`config.mk`:
```
export PLATFORM = sky130hd
export DESIGN_NAME = rot_ctrl
export DESIGN_NICKNAME = d
export VERILOG_FILES = /design/src/hdl/assert_macros.svh /design/src/hdl/rot_pkg.sv /design/src/hdl/rot_ctrl.sv
export SDC_FILE = /design/constraint.sdc
export NUM_CORES = 1
export LEC_CHECK = 0
export ABC_AREA = 0
export BUFFER_PORTS_ARGS = -buffer_cell sky130_fd_sc_hd__clkbuf_2
export CORE_AREA = 2 2 39 41
export DETAILED_ROUTE_END_ITERATION = 12
export DIE_AREA = 0 0 41 43
export PLACE_DENSITY = 0.58
export SYNTH_ARGS = -nofsm -noshare
export SYNTH_HDL_FRONTEND = slang
export SYNTH_SLANG_ARGS = --single-unit
```
`constraint.sdc`:
```
create_clock -name clk -period 2.15 [get_ports clk]
set_input_delay 0.43 -clock clk [delete_from_list [all_inputs] [get_ports clk]]
set_output_delay 0.43 -clock clk [all_outputs]
set_load 0.02 [all_outputs]
```
`src/hdl/assert_macros.svh`:
```
// assertion helpers used by the tracker datapath
`ifndef ASSERT_MACROS_SVH
`define ASSERT_MACROS_SVH

// clocked assertion with explicit clock and active-low reset
`define ASSERT_CLK(lbl, clk_s, rst_n_s, prop, msg) \
	lbl: assert property (@(posedge clk_s) disable iff (!rst_n_s) (prop)) else $error(msg);

// clocked assertion on the block clock and reset
`define ASSERT_DEF(lbl, prop, msg) \
	`ASSERT_CLK(lbl, clk, arst_n, prop, msg)

`endif

```
`src/hdl/rot_pkg.sv`:
```
package rot_pkg;

	localparam int CHUNK_BITS_DEF = 20;
	localparam int INDEX_BITS_DEF = 20;
	localparam int MAX_SPAN_DEF   = 64;

	localparam int ADDR_W    = 40;
	localparam int LEN_W     = 41;
	localparam int IDX_OUT_W = 20;
	localparam int STAT_W    = 2;

	localparam logic [STAT_W-1:0] STAT_OK    = 2'd0;
	localparam logic [STAT_W-1:0] STAT_UNDER = 2'd1;
	localparam logic [STAT_W-1:0] STAT_SPAN  = 2'd2;

	typedef struct packed {
		logic [IDX_OUT_W-1:0] idx;
		logic                 now_used;
		logic [STAT_W-1:0]    status;
		logic                 last;
	} res_t;

	// commands from the controller to the datapath
	typedef struct packed {
		logic clr_en;
		logic load;
		logic calc_end;
		logic reject;
		logic rd;
		logic commit;
		logic flush;
	} ctl_cmd_t;

	// status from the datapath to the controller
	typedef struct packed {
		logic clr_last;
		logic len_zero;
		logic too_long;
		logic mod_ok;
		logic range_done;
		logic pend_valid;
		logic out_free;
	} ctl_sts_t;

endpackage

```
`src/hdl/rot_ctrl.sv`:
```
module rot_ctrl (
	input  logic               clk,
	input  logic               arst_n,
	input  logic               in_valid,
	output logic               in_ready,
	input  rot_pkg::ctl_sts_t  sts,
	output rot_pkg::ctl_cmd_t  cmd
);
	import rot_pkg::*;

	localparam logic [2:0] S_CLEAR = 3'd0;
	localparam logic [2:0] S_IDLE  = 3'd1;
	localparam logic [2:0] S_END   = 3'd2;
	localparam logic [2:0] S_CHECK = 3'd3;
	localparam logic [2:0] S_RD    = 3'd4;
	localparam logic [2:0] S_MOD   = 3'd5;
	localparam logic [2:0] S_FLUSH = 3'd6;

	logic [2:0] state_q;
	logic [2:0] state_d;

	assign in_ready = (state_q == S_IDLE);

	always_comb begin
		state_d = state_q;
		cmd     = '0;
		unique case (state_q)
			S_CLEAR: begin
				cmd.clr_en = 1'b1;
				if (sts.clr_last) state_d = S_IDLE;
			end
			S_IDLE: begin
				if (in_valid) begin
					cmd.load = 1'b1;
					state_d  = S_END;
				end
			end
			S_END: begin
				cmd.calc_end = 1'b1;
				state_d      = S_CHECK;
			end
			S_CHECK: begin
				if (sts.len_zero) begin
					state_d = S_IDLE;
				end else if (sts.too_long) begin
					cmd.reject = 1'b1;
					state_d    = S_FLUSH;
				end else begin
					state_d = S_RD;
				end
			end
			S_RD: begin
				cmd.rd  = 1'b1;
				state_d = S_MOD;
			end
			S_MOD: begin
				// hold while a new event cannot displace the pending one
				if (sts.mod_ok) begin
					cmd.commit = 1'b1;
					state_d    = sts.range_done ? S_FLUSH : S_RD;
				end
			end
			S_FLUSH: begin
				if (!sts.pend_valid) begin
					state_d = S_IDLE;
				end else if (sts.out_free) begin
					cmd.flush = 1'b1;
					state_d   = S_IDLE;
				end
			end
			default: begin
				state_d = S_IDLE;
			end
		endcase
	end

	always_ff @(posedge clk or negedge arst_n) begin
		if (!arst_n) begin
			state_q <= S_CLEAR;
		end else begin
			state_q <= state_d;
		end
	end

endmodule

```
==> Word-level counts from Yosys, hierarchy flattened <==
Cells that the tools add are included.
{ "word_totals": {"output_inout_bits": 8, "input_bits": 10, "ff_bits": 3} }
{ "op_classes": {"n_mux": 22, "eq_ne": 10, "n_reduce_logical": 2} }
{ "op_table": {"columns": ["cell", "count"], "rows": [
  ["3-bit one-hot mux with 7 select lines", 1],
  ["3-bit 2-to-1 mux", 6],
  ["1-bit 2-to-1 mux", 13],
  ["3-bit == test (second input constant)", 3],
  ["3-bit by 2-bit == test with 1-bit output (second input constant)", 2],
  ["2-bit inequality test (second input constant)", 3],
  ["2-bit 2-to-1 mux", 2],
  ["4-bit AND reduction", 1],
  ["3-bit by 1-bit == test with 1-bit output (second input constant)", 1],
  ["3-bit logical NOT", 1],
  ["3-bit inequality test (second input constant)", 1]
]} }

==> Longest topological paths before layout <==
{ "logic_depth": {"word_depth": 3, "depth_mapped": 5, "depth_no_buf": 4} }

==> Worst setup path before layout <==
OpenSTA, ideal clock, no wires.
{ "synth_timing": {"kind": "register -> output", "start": "reg state_q[2]", "end": "out cmd[3] (netlist bit)", "n_path_buf": 1, "stages_incl_launch_ff": 4, "path_slack_ps": 605, "t_arrival_ps": 1115, "t_required_ps": 1720, "cell_sequence": "dfrtp_1 buf_4 nor4b_1 and2_1"} }
{ "synth_lines": {"columns": ["item", "line_no", "rtl"], "rows": [
  ["start, declared", "rot_ctrl.sv:19", "logic [2:0] state_q;"],
  ["start signal, assigned", "rot_ctrl.sv:81", "state_q <= state_d;"],
  ["end, declared", "rot_ctrl.sv:7", "output rot_pkg::ctl_cmd_t cmd"]
]} }

==> impl_metrics.prom <==
# TYPE chip_impl_metric gauge
chip_impl_info{name="grt_setup_unrepaired",value="false"} 1
chip_impl_metric{name="ff_latch_count_synth",unit=""} 3
chip_impl_metric{name="final-max-slew-violation-count",unit=""} 0
chip_impl_metric{name="clock_skew",unit="ps"} 0.5087
chip_impl_metric{name="synth_cell_types",unit=""} 22
chip_impl_metric{name="wire_length_of_the_first_global_routing_pass",unit="um"} 1228
chip_impl_metric{name="postLayoutCoreUtil",unit="%"} 29.93
chip_impl_metric{name="finalCriticalPeriod",unit="ps"} 1953
chip_impl_metric{name="floorplan.die_area",unit="um^2"} 1763
chip_impl_metric{name="grt_util_all_layers",unit="%"} 10.65
chip_impl_metric{name="max-vdd-ir-drop",unit="mV"} 0.4734
chip_impl_metric{name="first_global_vias",unit=""} 303
chip_impl_metric{name="fmax",unit="MHz"} 512.0
chip_impl_metric{name="cap_viol_max_count",unit=""} 0
chip_impl_metric{name="netlist_instances",unit=""} 37
chip_impl_metric{name="final_hold_viol_count",unit=""} 0
chip_impl_info{name="critPathCaptureType",value="output port"} 1
chip_impl_metric{name="clk_pin_slew_worst_paths",unit="ps"} 40
chip_impl_metric{name="dr_total_vias",unit=""} 316
chip_impl_metric{name="clock_network_latency_to_the_later_pin_of_the_worst_skew_pair",unit="ps"} 230
chip_impl_metric{name="grt_overflow_total",unit=""} 0
chip_impl_metric{name="totalNegativeSetupSlack",unit="ps"} 0
chip_impl_metric{name="clock-sinks",unit=""} 3
chip_impl_metric{name="numCtsBuffers",unit=""} 3
chip_impl_metric{name="ctsHtreeMaxLevel",unit=""} 1
chip_impl_metric{name="largest_reg_flops",unit=""} 3
chip_impl_metric{name="wirelength",unit="um"} 687
chip_impl_metric{name="ys_async_sr_fraction",unit="%"} 100.0
chip_impl_info{name="clk_root_buffer_cell",value="sky130_fd_sc_hd__clkbuf_4"} 1
chip_impl_metric{name="crit_arrival",unit="ps"} 1520
chip_impl_metric{name="leakagePower",unit="nW"} 0.2123
chip_impl_metric{name="port-buffer-count",unit=""} 17
chip_impl_metric{name="drt_pass1_iterations",unit=""} 4
chip_impl_metric{name="fillerInstances",unit=""} 160
chip_impl_metric{name="yosysSeqAreaShare",unit="%"} 25.64
chip_impl_metric{name="tightestPinTransition",unit="ps"} 399.5
chip_impl_metric{name="grt_antenna_before_repair",unit=""} 0
chip_impl_metric{name="remaining_drc_errors",unit=""} 0
chip_impl_metric{name="core_footprint",unit="um^2"} 1384
chip_impl_metric{name="synth.net_count",unit=""} 47
chip_impl_info{name="synth.top_cells.by_area",value="sky130_fd_sc_hd__dfrtp_1 26%, sky130_fd_sc_hd__nand2_1 7.7%, sky130_fd_sc_hd__buf_4 5.1%"} 1
chip_impl_metric{name="antenna-diode-count",unit=""} 0
chip_impl_metric{name="synth_enable_flop_cells",unit=""} 0
chip_impl_metric{name="grt_max_degree",unit=""} 16
chip_impl_info{name="ys_dominant_reg_cell",value="sky130_fd_sc_hd__dfrtp_1"} 1
chip_impl_metric{name="critPathRequiredTime",unit="ps"} 1720
chip_impl_metric{name="layout.nets",unit=""} 67
chip_impl_metric{name="syn_area_per_cell",unit="um^2"} 7.913
chip_impl_info{name="layout_top_registers",value="state_q: 3 flops"} 1
chip_impl_metric{name="placed_cell_area",unit="um^2"} 371.6
chip_impl_metric{name="first_iter_violations",unit=""} 3
chip_impl_metric{name="post_cts_buffers",unit=""} 0
chip_impl_metric{name="syn2layout_area_growth",unit="%"} 41.45
chip_impl_info{name="hp-class",value="input port to register"} 1
chip_impl_metric{name="synthesis.yosys.warnings",unit=""} 0
chip_impl_metric{name="place_congestion",unit=""} 0.8315
chip_impl_metric{name="detail-route-antenna-nets",unit=""} 0
chip_impl_info{name="start_kind",value="register"} 1
chip_impl_info{name="run_status",value="complete, no violations"} 1
chip_impl_metric{name="syn_area",unit="um^2"} 292.8
chip_impl_metric{name="floorplan.rows",unit=""} 14
chip_impl_metric{name="dieWidth",unit="um"} 41
chip_impl_info{name="largest_register",value="state_q"} 1
chip_impl_info{name="synth.cells.most_frequent",value="6 x sky130_fd_sc_hd__nand2_1, 3 x sky130_fd_sc_hd__dfrtp_1, 3 x sky130_fd_sc_hd__nor2_1"} 1
chip_impl_metric{name="cts_max_path_buffers",unit=""} 2
chip_impl_metric{name="maxSlewHeadroom",unit="%"} 73.36
chip_impl_metric{name="die_h",unit="um"} 43
chip_impl_metric{name="drt-wirelength-per-cell",unit="um"} 9.542
chip_impl_metric{name="yosys.area.top_type_share",unit="%"} 25.64
chip_impl_metric{name="ios",unit=""} 18
chip_impl_metric{name="postLayoutCellArea",unit="um^2"} 414.1
chip_impl_metric{name="crit_path_max_fanout",unit=""} 9
chip_impl_info{name="tritoncts_clock_tree",value="yes"} 1
chip_impl_metric{name="finalCritPeriodShare",unit="%"} 90.84
chip_impl_info{name="critPathKind",value="register to output port"} 1
chip_impl_metric{name="vias_per_cell",unit=""} 4.389
chip_impl_metric{name="total_power_per_unit_cell_area",unit="nW/um^2"} 1359
chip_impl_info{name="post-synth-top-count-cell",value="sky130_fd_sc_hd__nand2_1"} 1
chip_impl_info{name="synth_area_leader_cell",value="sky130_fd_sc_hd__dfrtp_1"} 1
chip_impl_metric{name="final-setup-viol-count",unit=""} 0
chip_impl_metric{name="drive_above_1_share",unit="%"} 44.64
chip_impl_metric{name="start_util",unit="%"} 21.16
[placed cells by master (no fill, tap or decap)]
| master | netlist | layout |
|---|---|---|
| sky130_fd_sc_hd__clkbuf_2 | 0 | 17 |
| sky130_fd_sc_hd__nand2_1 | 6 | 6 |
| sky130_fd_sc_hd__nor2_1 | 3 | 3 |
| sky130_fd_sc_hd__clkbuf_4 | 0 | 3 |
| sky130_fd_sc_hd__dfrtp_1 | 3 | 3 |
| sky130_fd_sc_hd__nor3_1 | 2 | 2 |
| sky130_fd_sc_hd__and2_1 | 2 | 2 |
| sky130_fd_sc_hd__and3_1 | 2 | 2 |
| sky130_fd_sc_hd__nor3b_1 | 2 | 2 |
| sky130_fd_sc_hd__o21ai_0 | 2 | 2 |
| sky130_fd_sc_hd__inv_1 | 1 | 1 |
| sky130_fd_sc_hd__nor4b_2 | 0 | 1 |
| sky130_fd_sc_hd__nor4bb_1 | 1 | 1 |
| sky130_fd_sc_hd__o21ai_2 | 1 | 1 |
| sky130_fd_sc_hd__a21oi_1 | 1 | 1 |
| sky130_fd_sc_hd__mux2i_1 | 1 | 1 |
| sky130_fd_sc_hd__nand2_2 | 1 | 1 |
| sky130_fd_sc_hd__mux2_4 | 1 | 1 |
| sky130_fd_sc_hd__nand2b_1 | 1 | 1 |
| sky130_fd_sc_hd__nand2b_2 | 1 | 1 |
| sky130_fd_sc_hd__a32oi_1 | 1 | 1 |
| sky130_fd_sc_hd__o22ai_1 | 1 | 1 |
| sky130_fd_sc_hd__clkbuf_1 | 0 | 1 |
| sky130_fd_sc_hd__dlygate4sd3_1 | 0 | 1 |
[metrics by stage]
stage               hold WS [ps]  std cells  total power [W]  setup slack [ps]
floorplan                  134.4         37        0.0004124             604.7
global placement           230.2         67        0.0004601             411.6
detailed placement         230.1         67        0.0004614             382.9
CTS                        423.9         72        0.0005671             116.3
global route               444.5         72        0.0006225             76.23
finish                     423.3         72        0.0005626             196.9
[timing repair]
item	4_1_cts	5_1_grt
hold endpoints to repair	3	0
gates resized for setup	0	1
setup endpoints to repair	0	1
hold buffers	1	0
[critical path, cell delays in order, from the launching register on]
cell,delay [ps]
sky130_fd_sc_hd__dfrtp_1,470
sky130_fd_sc_hd__inv_1,170
sky130_fd_sc_hd__nor4b_2,330
sky130_fd_sc_hd__and2_1,160
sky130_fd_sc_hd__clkbuf_2,160
[final timing paths]
kind                            start          to  slack, ps  cells past startpoint
hold reg to reg            state_q[2]  state_q[1]        710                      2
max in group asynchronous      arst_n  state_q[2]       1520                      2
setup / recovery           state_q[1]      cmd[3]        200                      4
setup reg to reg           state_q[0]  state_q[0]        630                      4
min in group asynchronous      arst_n  state_q[0]        520                      2
hold / removal                 sts[0]  state_q[1]        420                      2
[layout make-up]
cell class | count | area, um^2 | share of cell area, %
Sequential cell | 3 | 75.07 | 18.13
Clock buffer | 4 | 26.28 | 6.344
Inverter | 1 | 3.754 | 0.9063
Multi-Input combinational cell | 30 | 193.9 | 46.83
Timing Repair Buffer | 18 | 95.09 | 22.96
Tap cell | 16 | 20.02 | 4.834
[metal layers]
layer	global-route usage (%)	wire length [um]
met5	0	0
met4	8.000	12
met3	5.236	72
met2	12.81	286
met1	13.87	316
[where the power goes]
part	leakage [nW]	internal, W	switching (W)
combinational	0.161	0.000140	0.000159
sequential	0.0363	0.0000844	0.0000782
clock	0.0150	0.0000696	0.0000306
[cell families (layout without fill, tap and decap cells)]
family,count (synthesis),in the layout,share of synthesized area (%)
buffers and inverters,4,23,10.25
AND/OR/NAND/NOR,22,22,42.31
AO/OA/AOI/OAI,6,6,13.25
multiplexers,2,2,8.546
flip-flops,3,3,25.64
Note: power is estimated with default switching activity, not from simulation.
